==> src/rtl/core/spq_pkg.sv <==
// Shared types and constants for the stable max-priority queue.
package spq_pkg;

  // Store depth and derived widths
  localparam int unsigned CAPACITY = 256;
  localparam int unsigned IDX_W    = $clog2(CAPACITY);
  localparam int unsigned CNT_W    = IDX_W + 1;
  localparam int unsigned TAG_W    = 16;
  localparam int unsigned SEV_W    = 16;
  localparam int unsigned ENT_W    = TAG_W + SEV_W;

  // Command codes (bit 1 set means clear)
  localparam logic [1:0] CMD_INSERT = 2'd0;
  localparam logic [1:0] CMD_SERVE  = 2'd1;
  localparam logic [1:0] CMD_CLEAR  = 2'd2;

  // Result status codes
  localparam logic [2:0] ST_SERVED   = 3'd0;
  localparam logic [2:0] ST_INSERTED = 3'd1;
  localparam logic [2:0] ST_EMPTY    = 3'd2;
  localparam logic [2:0] ST_FULL     = 3'd3;
  localparam logic [2:0] ST_CLEARED  = 3'd4;

  // Controller to datapath commands
  typedef struct packed {
    logic accept;       // item taken this cycle
    logic scan_step;    // compare one entry, fetch the next
    logic shift_start;  // fetch the entry after the winner
    logic shift_step;   // move one entry down, fetch the next
    logic finish;       // drop count, emit the served item
  } dp_cmd_t;

  // Datapath to controller status
  typedef struct packed {
    logic serve_go;     // accepted item is a serve on a non-empty store
    logic scan_last;    // entry under compare is the last one
    logic shift_none;   // nothing above the winner to move
    logic shift_last;   // last entry is being moved
  } dp_stat_t;

endpackage

==> src/rtl/core/spq_ctrl.sv <==
// Sequencer for the serve path: scan, shift and finish.
module spq_ctrl (
  input  logic              clk_i,
  input  logic              rst_ni,
  input  logic              start,
  output logic              busy,
  input  spq_pkg::dp_stat_t stat_i,
  output spq_pkg::dp_cmd_t  cmd_o
);

  localparam logic [2:0] S_IDLE   = 3'd0;
  localparam logic [2:0] S_SCAN   = 3'd1;
  localparam logic [2:0] S_SHSTRT = 3'd2;
  localparam logic [2:0] S_SHIFT  = 3'd3;
  localparam logic [2:0] S_FINISH = 3'd4;

  logic [2:0] state_q, state_d;

  assign busy = (state_q != S_IDLE);

  // Next state and command decode
  always_comb begin
    state_d           = state_q;
    cmd_o             = '0;
    case (state_q)
      S_IDLE: begin
        cmd_o.accept = start;
        if (start && stat_i.serve_go) begin
          state_d = S_SCAN;
        end
      end
      S_SCAN: begin
        cmd_o.scan_step = 1'b1;
        if (stat_i.scan_last) begin
          state_d = S_SHSTRT;
        end
      end
      S_SHSTRT: begin
        cmd_o.shift_start = 1'b1;
        state_d = stat_i.shift_none ? S_FINISH : S_SHIFT;
      end
      S_SHIFT: begin
        cmd_o.shift_step = 1'b1;
        if (stat_i.shift_last) begin
          state_d = S_FINISH;
        end
      end
      S_FINISH: begin
        cmd_o.finish = 1'b1;
        state_d = S_IDLE;
      end
      default: begin
        state_d = S_IDLE;
      end
    endcase
  end

  always_ff @(posedge clk_i or negedge rst_ni) begin
    if (!rst_ni) begin
      state_q <= S_IDLE;
    end else begin
      state_q <= state_d;
    end
  end

endmodule

==> config.mk <==
export PLATFORM = sky130hd
export DESIGN_NAME = spq_ctrl
export DESIGN_NICKNAME = d
export VERILOG_FILES = /design/src/rtl/core/spq_pkg.sv /design/src/rtl/core/spq_ctrl.sv
export SDC_FILE = /design/constraint.sdc
export NUM_CORES = 1
export LEC_CHECK = 0
export BUFFER_PORTS_ARGS = -buffer_cell sky130_fd_sc_hd__buf_2
export CAP_MARGIN = 15
export CORE_AREA = 4 4 41 43
export CTS_BUF_LIST = sky130_fd_sc_hd__clkbuf_4 sky130_fd_sc_hd__clkbuf_8 sky130_fd_sc_hd__clkbuf_16
export DETAILED_ROUTE_END_ITERATION = 8
export DIE_AREA = 0 0 45 47
export MAX_ROUTING_LAYER = met4
export PLACE_DENSITY_LB_ADDON = 0.12
export SLEW_MARGIN = 15
export SYNTH_ARGS = -nofsm -noshare
export SYNTH_HDL_FRONTEND = slang
export SYNTH_SLANG_ARGS = --single-unit
==> constraint.sdc <==
create_clock -name clk_i -period 1.4 [get_ports clk_i]
set_clock_uncertainty 0.05 [all_clocks]
set_input_delay 0.14 -clock clk_i [delete_from_list [all_inputs] [get_ports clk_i]]
set_output_delay 0.14 -clock clk_i [all_outputs]
set_load 0.1 [all_outputs]
# Yosys cells after proc, flatten, opt, wreduce, memory -nomap -nowiden
# Cells that the tools add are included.
# W data, S select, Z words.
# op_classes
n_mux,10
eq_ne,7
reduce_logical,4
# ops
cell,n
$mux W3,4
$pmux W3 S4,1
$eq A3 B2 Y1 const B,2
$ne A2 B2 Y1 const B,3
$mux W1,5
$eq A3 B1 Y1 const B,1
$eq A3 B3 Y1 const B,1
$logic_not A3 Y1,1
$reduce_and A3 Y1,1
$reduce_bool A3 Y1,1
$logic_and A1 B1 Y1,1
# totals
out_inout_bits,6
reg_bits,3

# Longest topological paths before layout
# Gate-level depths: netlist (run 1).
# logic_depth
depth_word,3
ltp_mapped,3
depth_no_buf,3

# Least setup slack after synthesis (run 1)
# No wires, ideal clock.
# synth_path
path_type,register to output
startpoint,register state_q[0]
endpoint,output cmd_o[0] in the netlist's numbering
stages_incl_launch_ff,3
path_buffers,1
arrival_time_ns,2.690
slack_ns,-1.480
required_time_ns,1.210
path_cell_list,dfrtp_1 -> buf_6 -> nor3b_1
# synth_rtl
item,line_no,text
from (decl),spq_ctrl.sv:17,"logic [2:0] state_q, state_d;"
from (signal assigned),spq_ctrl.sv:62,state_q <= state_d;
to (decl),spq_ctrl.sv:8,output spq_pkg::dp_cmd_t cmd_o

==> results of run 1 <==
## cell type report
type / count / area (um2)
sequential: 3 / 76.3
tap: 15 / 18.8
fill: 141 / 812
timing repair buffer: 19 / 193
inverter: 4 / 15.0
clock buffer: 4 / 30.0
multi-input combinational: 15 / 156
## metal layers
metal / up-vias / GRT usage [%]
met5: - / -
met4: 0 / 12.3
met3: 2 / 2.30
met2: 8 / 11.0
met1: 117 / 6.61
li1: 120 / -
## critical path: cells and delay by family, from the launching register on
| kind | cells | cell delay, ns |
|---|---|---|
| and+or+nand+nor | 2 | 0.51 |
| buffers and inverters | 1 | 0.18 |
| DFF | 1 | 0.37 |
## cell families (layout without fill, tap and decap cells)
group           after synthesis  after routing  synth area share, %
mux                           3              3                 15.6
flops                         3              3                 33.5
simple gates                  9              9                 21.8
buf+inv                       6             27                 16.8
compound gates                3              3                 12.3
## stage by stage
stage / hold WS [ns] / setup TNS (ns) / setup WS, ns
final: 0.150 / -0.307 / -0.0888
after floorplan: -0.206 / -0.918 / -0.352
after global placement: -0.111 / 0 / 0.112
after detailed placement: -0.109 / 0 / 0.0940
after global routing: 0.170 / -0.624 / -0.128
after CTS: 0.143 / -0.393 / -0.107
## layout by cell type, fill, tap and decap left out
| cell | n |
|---|---|
| a211oi_1 | 1 |
| a21oi_1 | 1 |
| a221oi_2 | 1 |
| buf_12 | 5 |
| buf_2 | 6 |
| buf_4 | 7 |
| clkbuf_4 | 4 |
| dfrtp_1 | 2 |
| dfrtp_2 | 1 |
| dlygate4sd3_1 | 1 |
| inv_1 | 4 |
| mux2_4 | 1 |
| mux2i_1 | 2 |
| nand3b_1 | 1 |
| nor2_1 | 1 |
| nor2_2 | 1 |
| nor2_4 | 2 |
| nor3_4 | 1 |
| nor3b_4 | 1 |
| or2b_1 | 1 |
| or3_4 | 1 |
## repair_timing
action,CTS,global route
hold buffers,1,0
endpoints found under the hold margin,3,0
setup buffers,2,0
pin swaps,3,0
endpoints found under the setup margin,6,6
gates resized for setup,2,0
## worst max-delay path by stage
stage               endpoint  slack [ns]  cells past startpoint
global placement    cmd_o[2]        0.11                      3
floorplan           cmd_o[4]       -0.35                      3
finish              cmd_o[4]       -0.09                      3
detailed placement  cmd_o[4]        0.09                      3
global route        cmd_o[4]       -0.13                      3
CTS                 cmd_o[4]       -0.11                      3
==> impl_results.md, run 1 <==
* Rel. slew slack at between 80% and 90%
* YS warnings at 0
* Area growth, synth to finish at 118%
* Clock Tree Root: clkbuf_4
* FMAX at approximately 670 MHz
* Detailed Place HPWL at 517 um
* CTS clk-pin slew, worst paths at ~0.040 ns
* Pin count of the biggest net entering global routing at 8
* Maximum buffer depth of the clock tree at 2
* Worst path max stage delay at around 0.40 ns
* Top Metal Used: met4
* Buffers added on ports at 12
* Final setup violation count at 6
* Final ANT Viol Nets at 0
* CP Launch Type: flip-flop
* Synthesized cell area at between 200 and 250 um2
* Met3 WL at 23 um
* Total number of vias at ~250
* Worst min path class: input pin to flip-flop
* Hold path startpoint: stat_i[1]
* Final min period at between 1 and 1.5 ns
* CTS tree: built
* Max FFs per register at 3
* First-pass GRT wire length at 1000 um
* R2R Path End: state_q[0]$_DFFE_PN0P_
* Critical Path End Type: output pin
* Reg2Reg Depth at 3
* Maxcap violations at 0
* Io pins at 13
* Tcrit/Tclk final at 106%
* Final-report max-slew violation count at 0
* Largest regs: state_q: 3 flops
* Seq cells post-synth at 3
* RR Startpoint: state_q[1]$_DFFE_PN0P_
* Post-synth top cells: inv_1 (4), nor2_1 (4), dfrtp_1 (3)
* Synth area leader: dfrtp_1
* Post-synth ARST share at 100%
* Hold endpoint: state_q[2]$_DFFE_PN0P_
* Routed WL at approximately 630 um
* Vias in the first global route at 260
* Die X at approximately 45 um
* Hold Violations, Final at 0
* Share of the synthesized area in the top cell type at between 30% and 40%
* Final std cells w/o fill at 60
* Synth Area per Inst at 9.33 um2
* Crit. Startpoint: state_q[0]$_DFFE_PN0P_
* Critical Path AT at approximately 1.3 ns
* WL met1 at roughly 250 um
* Clock Latency Late Sink at ~0.24 ns
* RSZ-0062 raised after global routing: yes
* WHS Path Cells at 3
* Top FF cell, synth: dfrtp_1
* Crit Path Category: flip-flop to output pin
* Cell Chain, Critical Path: or3_4 -> nor2_4 -> buf_12
* CP Max Fanout at 2
* CTS sink cnt at 3
* Drt drc at 0
* Die height at ~47 um
* Critical path's slowest cell: or3_4
* Final core utilization at 37.6%
* Routed wl met2 at around 340 um
* Diodes inserted at 0
* Inst Count DP at 53
* Core ar. at around 1300 um2
* DRT iter0 DRCs at 5
* 1st-pass router iterations at 2
* Via density at 4.12
* Actual slew at the worst max-slew pin at approximately 0.28 ns
* Top post-synthesis cells by area: dfrtp_1 (34%), buf_6 (10%), mux2i_1 (8.9%)
* Initial core utilization at ~17%
* Status: finished with violations
* Share of layout cells above drive strength 1 at around 69%
* Post-synth EDFFs at 0
* Num CTS Buffers at 3
* Antenna violations before repair at 0
* Top reg by flops: state_q
* Seq/Total Area, Yosys at about a third
* # H-tree levels at 1
* DP Area at about 430 um2
* Final WS setup at -0.0888 ns
* Crit path required time at approximately 1.2 ns
* Reg2reg setup slack at 0.17 ns
* Placer Congestion at ~0.70
* GR Overflow Total at 0
* Post-route cell area at 489 um2
* Post-Synthesis Net Count at 31
* Global Route Usage Sum at under 10%
* Netlist cell types at 14
* Die Area at between 2000 and 2500 um2
* Failing checks: setup timing
* Routed WL per cell at between 10 and 15 um
* Nets at 53
* Gate Count Post-Synth at 24
* Placement Rows at 13
Power of run 1 is left out: the tool's default activity adds up to more than one toggle a clock period on the data nets, which glitch-free logic cannot reach.
==> run 2, diff against run 1 <==
--- a/constraint.sdc
+++ b/constraint.sdc
@@ -3,3 +3,3 @@
 set_input_delay 0.14 -clock clk_i [delete_from_list [all_inputs] [get_ports clk_i]]
 set_output_delay 0.14 -clock clk_i [all_outputs]
-set_load 0.1 [all_outputs]
+set_load 0.02 [all_outputs]
==> run 2 against run 1 <==
  * The run still ends with setup timing left
  * Clock-buffer cell count unchanged
  * Sequential cell count unchanged
  * First-iteration DRC count down 20%
  * Die area unchanged
  * Via count down 8.5%
  * Critical path depth unchanged
  * Routed wire length down 6.0%
  * Global-route usage up 0.16 points
  * Final cell count down 3.3%
  * Maximum frequency up 5.2%
  * Utilization down 8.8 points
  * Non-clock buffer count down 2
  * Largest cell class is now multi-input gates
==> impl_results.md, run 2 (synthesis results as in run 1) <==
* Failing checks: setup timing
* DP Area at 290 um2
* Total area of sequential cells at 76.3 um2
* Final core utilization at approximately 29%
* Status: finished with violations
* Max FFs per register at 3
* Reg2Reg Depth at 3
* CTS sink cnt at 3
* Post-route cell area at about 380 um2
* Maximum buffer depth of the clock tree at 2
* Drt drc at 0
* Final setup violation count at 1
* Worst path max stage delay at around 0.40 ns
* Final ANT Viol Nets at 0
* Crit path required time at between 1 and 1.5 ns
* Hold endpoint: state_q[2]$_DFFE_PN0P_
* Static Leak at just under 0.0002 uW
* Total Power at approximately 900 uW
* FMAX at ~710 MHz
* Final std cells w/o fill at slightly below 60
* CP Max Fanout at 4
* Reg2reg setup slack at ~0.19 ns
* # H-tree levels at 1
* GR Overflow Total at 0
* Tcrit/Tclk final at 101%
* Final min period at 1.42 ns
* RR Startpoint: state_q[1]$_DFFE_PN0P_
* Inst Count DP at 50
* Die height at 47 um
* Routed WL per cell at between 10 and 15 um
* Via density at between 3 and 4
* Die X at about 45 um
* Multi-input logic area at 124 um2
* Crit Path Category: flip-flop to output pin
* CTS clk-pin slew, worst paths at 0.03 ns
* DRT iter0 DRCs at 4
* Nets at 51
* Top reg by flops: state_q
* Actual slew at the worst max-slew pin at roughly 0.23 ns
* Rel. slew slack at between 80% and 90%
* Placer Congestion at around 0.69
* Antenna violations before repair at 0
* WHS Path Cells at 3
* Hold path startpoint: stat_i[1]
* Most common cell after layout, fill and taps aside: buf_2
* Die Area at around 2100 um2
* Pin count of the biggest net entering global routing at 8
* Worst min path class: input pin to flip-flop
* Critical path's slowest cell: dfrtp_1
* Clock Latency Late Sink at 0.23 ns
* Final WS setup at -0.0151 ns
* Vias in the first global route at 253
* Fillers at around 150
* Initial core utilization at 17.2%
* Routed WL at a little under 600 um
* Share of layout cells above drive strength 1 at about three fifths
* First-pass GRT wire length at around 1000 um
* VDD IR max at around 0.5 mV
* Hold slack at 0.138 ns
* Clock Tree Root: clkbuf_4
* Placement Rows at 13
* Cell Chain, Critical Path: or3_4 -> nor2_4 -> buf_6
* R2R Path End: state_q[0]$_DFFE_PN0P_
* CP Launch Type: flip-flop
* Total number of vias at between 200 and 250
* Core ar. at approximately 1300 um2
* Io pins at 13
* 1st-pass router iterations at 3
* Critical Path End Type: output pin
* Area growth, synth to finish at 67.6%
* Global Route Usage Sum at 7.91%
* PD cells at 2340 nW/um2
* Final-report max-slew violation count at 0
* Maxcap violations at 0
* Critical Path AT at 1.23 ns
* RSZ-0062 raised after global routing: yes
* Buffers added on ports at 12
* Diodes inserted at 0
* Most frequent cells in the layout: buf_2 (9), buf_4 (6), inv_1 (4), clkbuf_4 (4), nor2_1 (3)
* Largest regs: state_q: 3 flops
* CTS tree: built
* Hold Violations, Final at 0
* Num CTS Buffers at 3
[run 2: worst max path at each step]
stage,from,end,slack [ns],depth (start not counted)
after floorplan,state_q[0]$_DFFE_PN0P_,cmd_o[4],0.02,3
after global placement,state_q[1]$_DFFE_PN0P_,cmd_o[4],0.15,3
after detailed placement,state_q[2]$_DFFE_PN0P_,cmd_o[4],0.15,3
after CTS,state_q[2]$_DFFE_PN0P_,cmd_o[4],-0.02,3
after global routing,state_q[2]$_DFFE_PN0P_,cmd_o[4],-0.06,3
final,state_q[2]$_DFFE_PN0P_,cmd_o[4],-0.02,3
[run 2: final cells by class]
cell class,count,area share [%]
flip-flops and latches,3,20.3
repair buffers,17,29.7
well taps,15,5.00
inverters,4,4.00
multi-input cells,15,33.0
clock buffers,4,8.00
[run 2: what timing repair did]
action                                  in CTS  in global routing
hold buffers                                 1                  0
resized for setup                            5                  2
pin swaps                                    1                  0
endpoints found under the setup margin       4                  4
endpoints found under the hold margin        3                  0
buffers inserted                             3                  0
[run 2: stage by stage]
step	setup WS, ns	TNS, ns
floorplan	0.0213	0
global placement	0.150	0
detailed placement	0.148	0
CTS	-0.0197	-0.0197
global route	-0.0637	-0.106
finish	-0.0151	-0.0151
[run 2: worst max-delay path, delay by kind of cell (launching register included)]
family	cells	cell delay, ns
flip-flops	1	0.40
AND/OR/NAND/NOR	2	0.48
buffers and inverters	1	0.12
[run 2: layer usage]
metal	track usage [%]	up-vias	wire length [um]
met5	-	-	0
met4	10.5	0	27
met3	3.45	2	13
met2	9.89	6	311
met1	7.95	101	239
li1	-	117	-
[run 2: report_power, final]
part | internal [uW] | switching (uW)
clock | 126 | 41.0
combinational | 267 | 277
sequential | 129 | 36.6
total | 522 | 354
No activity file was read; power rests on OpenSTA's default activity.
==> run 3, diff against run 2 <==
RECOVER_POWER = 100   (was not set)
==> run 3 against run 2 <==
  * Combinational power fell by 5.5%
  * Largest power group unchanged
  * Routed wire length fell by 1.7%
  * Sequential share of layout area rose by 0.63 points
  * Final cell count did not move
  * Sequential power barely moved
  * Clock-buffer cell count did not move
  * Non-clock buffer count did not move
  * Die area did not move
  * Setup slack improved by 0.0038 ns
  * Global-route usage did not move
  * Largest cell class unchanged
  * Critical endpoint unchanged
  * The flow still finishes with violations (setup timing)
==> impl_results.md, run 3 (synthesis results as in run 1) <==
* Status: finished with violations
* Failing checks: setup timing
* Vias in the first global route at between 200 and 300
* Fillers at between 150 and 200
* Clock Tree Root: clkbuf_4
* Total number of vias at about 230
* Via density at 3.90
* Hold slack at around 0.14 ns
* Comb pwr share at between 60% and 70%
* Placement Rows at 13
* Share of layout cells above drive strength 1 at approximately 51%
* CP Max Fanout at 4
* VDD IR max at between 0.4 and 0.5 mV
* Antenna violations before repair at 0
* Buffers added on ports at 12
* NetSw at around 340 uW
* RSZ-0062 raised after global routing: yes
* Crit Path Category: flip-flop to output pin
* Global Route Usage Sum at a little under 8%
* 1st-pass router iterations at 3
* CP Launch Type: flip-flop
* P_int at around 500 uW
* Num CTS Buffers at 3
* Max FFs per register at 3
* Core ar. at about 1300 um2
* Final std cells w/o fill at 58
* Static Leak at ~0.00019 uW
* Drt drc at 0
* Critical Path End Type: output pin
* CTS clk-pin slew, worst paths at around 0.030 ns
* Routed WL per cell at 10.0 um
* Total Power at 844 uW
* Clock network fraction of total power at between 10% and 20%
* Io pins at 13
* PD cells at about 2300 nW/um2
* Pin count of the biggest net entering global routing at 8
* CTS sink cnt at 3
* Initial core utilization at roughly 17%
* Hold Violations, Final at 0
* Critical Path AT at between 1 and 1.5 ns
* Switching Share at roughly two fifths
* DP Worst Slack at between 0.1 and 0.15 ns
* Sequential share of power at between 10% and 20%
* Final ANT Viol Nets at 0
* Maxcap violations at 0
* First-pass GRT wire length at around 1000 um
* GR Overflow Total at 0
* Placer Congestion at 0.695
* Die X at 45 um
* Tcrit/Tclk final at 101%
* Most frequent cells in the layout: buf_2 (8), buf_4 (5), inv_1 (4), clkbuf_4 (4), nor2_1 (3)
* Final min period at around 1.4 ns
* Top reg by flops: state_q
* Maximum buffer depth of the clock tree at 2
* Diodes inserted at 0
* Worst min path class: input pin to flip-flop
* Nets at ~50
* Most common cell after layout, fill and taps aside: buf_2
* Final setup violation count at 1
* Routed WL at approximately 580 um
* Crit path required time at around 1.2 ns
* Clock Latency Late Sink at 0.23 ns
* Die height at approximately 47 um
* # H-tree levels at 1
* Area growth, synth to finish at 62.6%
* Final-report max-slew violation count at 0
* Inst Count DP at 50
* Final WS setup at -0.0113 ns
* Largest regs: state_q: 3 flops
* Rel. slew slack at a little over four fifths
* FMAX at between 700 and 800 MHz
* Actual slew at the worst max-slew pin at 0.228 ns
* DRT iter0 DRCs at 3
* CTS tree: built
* Die Area at roughly 2100 um2
[run 3: final timing paths]
path	startpoint	end	slack (ns)	depth (start not counted)
worst max-delay path	state_q[2]$_DFFE_PN0P_	cmd_o[4]	-0.01	3
worst min-delay path	stat_i[1]	state_q[2]$_DFFE_PN0P_	0.14	3
worst max register to register	state_q[1]$_DFFE_PN0P_	state_q[0]$_DFFE_PN0P_	0.15	3
worst min register to register	state_q[2]$_DFFE_PN0P_	state_q[1]$_DFFE_PN0P_	0.54	2
max in group asynchronous	rst_ni	state_q[1]$_DFFE_PN0P_	0.92	2
min in group asynchronous	rst_ni	state_q[0]$_DFFE_PN0P_	0.21	2
[run 3: timing repair]
action,4_1_cts,5_1_grt
setup buffers,3,0
endpoints found under the setup margin,4,4
endpoints found under the hold margin,3,0
resized for setup,5,2
cloned,0,0
hold buffers,1,0
pin swaps,1,0
[run 3: power by group through the flow]
stage                     Combinational (uW)  Clock, uW  Sequential, uW
final                                    514        166             164
after global routing                     551        192             172
after CTS                                534        174             166
after detailed placement                 416          0             181
after global placement                   421          0             181
after floorplan                          370          0             149
[run 3: metrics by stage]
stage / util, % / cell area (um2) / setup TNS (ns)
final: 28.0 / 364 / -0.0113
after detailed placement: 22.3 / 290 / 0
after global placement: 22.3 / 290 / 0
after CTS: 28.5 / 370 / -0.0197
after global routing: 28.0 / 364 / -0.106
after floorplan: - / 226 / 0
[run 3: per-layer routing]
| metal | part of all wire (%) | track usage, % | vias up |
|---|---|---|---|
| met5 | 0 | - | - |
| met4 | 4.6 | 10.5 | 0 |
| met3 | 2.2 | 3.45 | 2 |
| met2 | 54 | 9.89 | 6 |
| met1 | 39 | 7.95 | 101 |
| li1 | - | - | 117 |
[run 3: critical path, cell delays in order (launching register included)]
cell     delay, ns
dfrtp_1       0.40
or3_4         0.39
nor2_4        0.09
buf_6         0.12
[run 3: layout make-up]
| class | instances | area, um2 | area share (%) |
|---|---|---|---|
| Clock buffer | 4 | 30.0 | 8.25 |
| Inverter | 4 | 15.0 | 4.12 |
| Multi-Input combinational cell | 15 | 118 | 32.3 |
| Sequential cell | 3 | 76.3 | 21.0 |
| Tap cell | 15 | 18.8 | 5.15 |
| Timing Repair Buffer | 17 | 106 | 29.2 |
